<file path="config.mk">
export PLATFORM = sky130hd
export DESIGN_NAME = lpfs_ram
export DESIGN_NICKNAME = d
export VERILOG_FILES = /design/src/design/lpfs_ram.sv
export SDC_FILE = /design/constraint.sdc
export NUM_CORES = 2
export LEC_CHECK = 0
export BUFFER_PORTS_ARGS = -buffer_cell sky130_fd_sc_hd__buf_2
export CORE_MARGIN = 1
export CORE_UTILIZATION = 45
export CTS_CLUSTER_DIAMETER = 100
export DETAILED_ROUTE_END_ITERATION = 10
export GPL_ROUTABILITY_DRIVEN = 0
export SYNTH_ARGS = -nofsm -noshare
export SYNTH_HDL_FRONTEND = slang
export SYNTH_SLANG_ARGS = --single-unit
</file>
<file path="constraint.sdc">
create_clock -name clk -period 2.35 [get_ports clk]
set_input_delay 0.235 -clock clk [delete_from_list [all_inputs] [get_ports clk]]
set_output_delay 0.235 -clock clk [all_outputs]
set_load 0.05 [all_outputs]
</file>
<file path="src/design/lpfs_ram.sv">
// ----------------------------------------------------------------------------
// lpfs_ram: generic single-write, single-read RAM
// One write port and one read port; read data is registered.
// ----------------------------------------------------------------------------
module lpfs_ram #(
	parameter int unsigned WIDTH = 16,
	parameter int unsigned DEPTH = 256
) (
	input  logic                     clk,
	input  logic                     we,
	input  logic [$clog2(DEPTH)-1:0] waddr,
	input  logic [WIDTH-1:0]         wdata,
	input  logic                     re,
	input  logic [$clog2(DEPTH)-1:0] raddr,
	output logic [WIDTH-1:0]         rdata
);

	logic [WIDTH-1:0] mem_q [DEPTH];
	logic [WIDTH-1:0] rdata_q;

	always_ff @(posedge clk) begin
		if (we) begin
			mem_q[waddr] <= wdata;
		end
		if (re) begin
			rdata_q <= mem_q[raddr];
		end
	end

	assign rdata = rdata_q;

endmodule

</file>
==> qor.txt <==
Status = finished, violations left
Failing checks = negative setup slack
1st-iter DRT viols = 9752
CP max-delay cell = mux4_2
Flops & latches, synth = 4112
Arrival @ worst endpoint = 3.36 ns
Overall power = 154 mW
Detailed-route wire length = 433000 um
Max incr delay on CP = 0.50 ns
Detail Route Antenna Nets = 0
Delay-heaviest family, CP = multiplexers
Port buffer count = 50
Largest area contributor in the netlist = edfxtp_1
# Post-CTS Setup Buffers = 0
Die Ht = 596 um
Top-area cell type share of the netlist area = 0.777
Slew Viols, Final = 0
Synth warnings = 0
DR WL/cell = 32.3 um
Final Critical Period = 2.67 ns
Post-synth cell types = 51
Area Growth Syn to Fin = 19.0%
Max clock buf depth = 4
Die width = 596 um
CP required = 3.04 ns
Clock-pin slew on the worst setup and hold paths = 0.06 ns
CTS Buf Count = 413
Endpoints failing setup = 15
Dpl hpwl = 275000 um
Hold Path Class = primary input to flip-flop
P_leak = 61.2 nW
Post-synthesis sequential area ratio = 0.777
Clk_skew = 0.0475 ns
Fin crit share = 1.14
TNS Setup = -2.53 ns
Largest net degree at the start of global routing = 106
CP Max Fanout = 1
Effective utilization at floorplan = 0.454
# DRC = 0
Mean Syn Cell Area = 21.6 sq um
Bufs and invs on worst path = 1
Share of cells above drive strength 1 = 0.320
Num ports = 51
Synth top cells by count = 4112 x edfxtp_1, 797 x mux4_2, 565 x mux2i_1, 304 x nor2_1, 252 x o221ai_1
First-pass GRT wire length = 614000 um
Power density cells = 816 nW/um^2
Worst setup SP type = flip-flop
Core Area = 350000 sq um
Final hold violations = 0
Dpl cells = 12700
Max-cap viol count = 0
Nets = 8520
Most common cell in the synthesized netlist = edfxtp_1
Worst IR Drop VDD = 0.000663 V
Ranking of synthesized cells by area = edfxtp_1 78%, mux4_2 11%, mux2i_1 3.6%
Tot GR Track Use = 0.242
Gr ovfl total = 0
Via-to-Cell Ratio = 6.03
Clock Sinks = 4112
Syn Nets = 7395
RSZ-0062 raised after global routing = true
Drt first pass iters = 6
Worst setup EP type = flip-flop
Setup WS post-layout = -0.319 ns
Post-Syn Instances = 7360
Synth async-reset ratio = 0
Die ar. = 355000 sq um
Root buf cell = clkbuf_16
Crit-path cells = mux4_2 > mux2_4 > a22oi_2 > nand2_2 > o32ai_4 > buf_4 > nor4_2
Ys flop type = edfxtp_1
Post-synth EDFFs = 4112
H-tree Lvls = 5
Worst-Margin Slew = 1.06 ns
Initial antenna violation count = 19
Slew HR = 0.290
CTS tree = done
Total number of vias = 81100
Fmax = 375 MHz
Worst Setup Path Type = flip-flop to flip-flop
Later-pin clock latency in the skew report = 0.97 ns
# rows = 217
Final Non-Filler Cells = 13400
Vias in the first global route = 81300
Post-synthesis cell area = 159000 sq um
==> through the flow <==
stage,worst slack (ns),utilization,hold slack (ns),instance area [sq um]
after floorplan,-0.0500,-,0.334,159000
after global placement,-1.43,0.500,0.509,175000
after global routing,-0.318,0.540,0.102,189000
after CTS,-0.328,0.539,0.0609,189000
after detailed placement,-1.44,0.500,0.513,175000
final,-0.319,0.540,0.121,189000
==> layer usage <==
layer  up-vias  wire, um  GRT usage
met5         -        52          0
met4         8     16900     0.0885
met3       670     35300     0.0425
met2      3548    208000      0.388
met1     43200    173000      0.334
li1      33600         -          -
==> cell usage in the layout (no fill, tap or decap), types with 11 or more instances in the layout <==
| master | netlist | final |
|---|---|---|
| nor2_1 | 304 | 202 |
| diode_2 | 0 | 11 |
| buf_12 | 5 | 320 |
| mux2_2 | 88 | 84 |
| mux2i_1 | 565 | 565 |
| edfxtp_1 | 4112 | 4112 |
| o22ai_1 | 148 | 148 |
| a211oi_1 | 18 | 18 |
| a22oi_1 | 43 | 31 |
| o221ai_1 | 252 | 252 |
| nand3_1 | 35 | 24 |
| nand4_1 | 26 | 26 |
| o21ai_0 | 37 | 37 |
| bufinv_16 | 0 | 35 |
| buf_4 | 26 | 767 |
| a22oi_2 | 0 | 12 |
| nor3_1 | 92 | 88 |
| clkinvlp_4 | 0 | 20 |
| a22o_1 | 32 | 16 |
| buf_8 | 11 | 17 |
| mux4_2 | 797 | 797 |
| clkbuf_1 | 230 | 80 |
| buf_2 | 76 | 29 |
| nand3_2 | 0 | 11 |
| clkinv_1 | 0 | 93 |
| clkbuf_16 | 0 | 419 |
| and3_1 | 11 | 11 |
| nand2_1 | 38 | 29 |
| dlygate4sd3_1 | 0 | 20 |
| nor2_2 | 0 | 102 |
| a22o_4 | 0 | 15 |
| nor4_2 | 1 | 14 |
| a221oi_1 | 28 | 19 |
| clkinv_2 | 0 | 79 |
| a21oi_1 | 175 | 174 |
==> layout make-up <==
type	instances	area [sq um]
Fill cell	26400	161000
Sequential cell	4112	123000
Multi-Input combinational cell	2792	33800
Timing Repair Buffer	1162	12900
Clock buffer	499	10800
Tap cell	4599	5750
Clock inverter	256	2390
Inverter	4	27.5
Antenna cell	11	27.5
==> path summary, 6_finish.rpt <==
| kind | startpoint | to | slack, ns | cells past startpoint |
|---|---|---|---|---|
| hold / removal | wdata[10] | mem_q[83][10] | 0.12 | 2 |
| hold reg to reg | mem_q[116][0] | rdata[0] | 1.25 | 5 |
| setup reg to reg | mem_q[10][9] | rdata[9] | -0.32 | 7 |
| setup / recovery | mem_q[10][9] | rdata[9] | -0.32 | 7 |
==> power by group <==
part           leakage [nW]  total, mW  internal (mW)  switching [mW]
clock network          6.41       64.3           36.6            27.7
logic                  17.8       9.04           3.58            5.46
registers              37.0       81.0           80.9           0.133
==> state kept, by name (all words and copies together) (netlist names) <==
signal  flops
mem_q    4096
rdata      16
==> logic make-up after synthesis <==
family | share of synthesized area
flops | 0.777
mux | 0.155
compound gates | 0.0353
simple gates | 0.0157
buf+inv | 0.0169
==> what timing repair did <==
action,4_1_cts,5_1_grt
gates resized for setup,93,37
setup endpoints to repair,16,16
pin swaps,20,20
hold buffers,20,0
hold endpoints to repair,2376,0
Note: power is estimated with default switching activity, not from simulation.
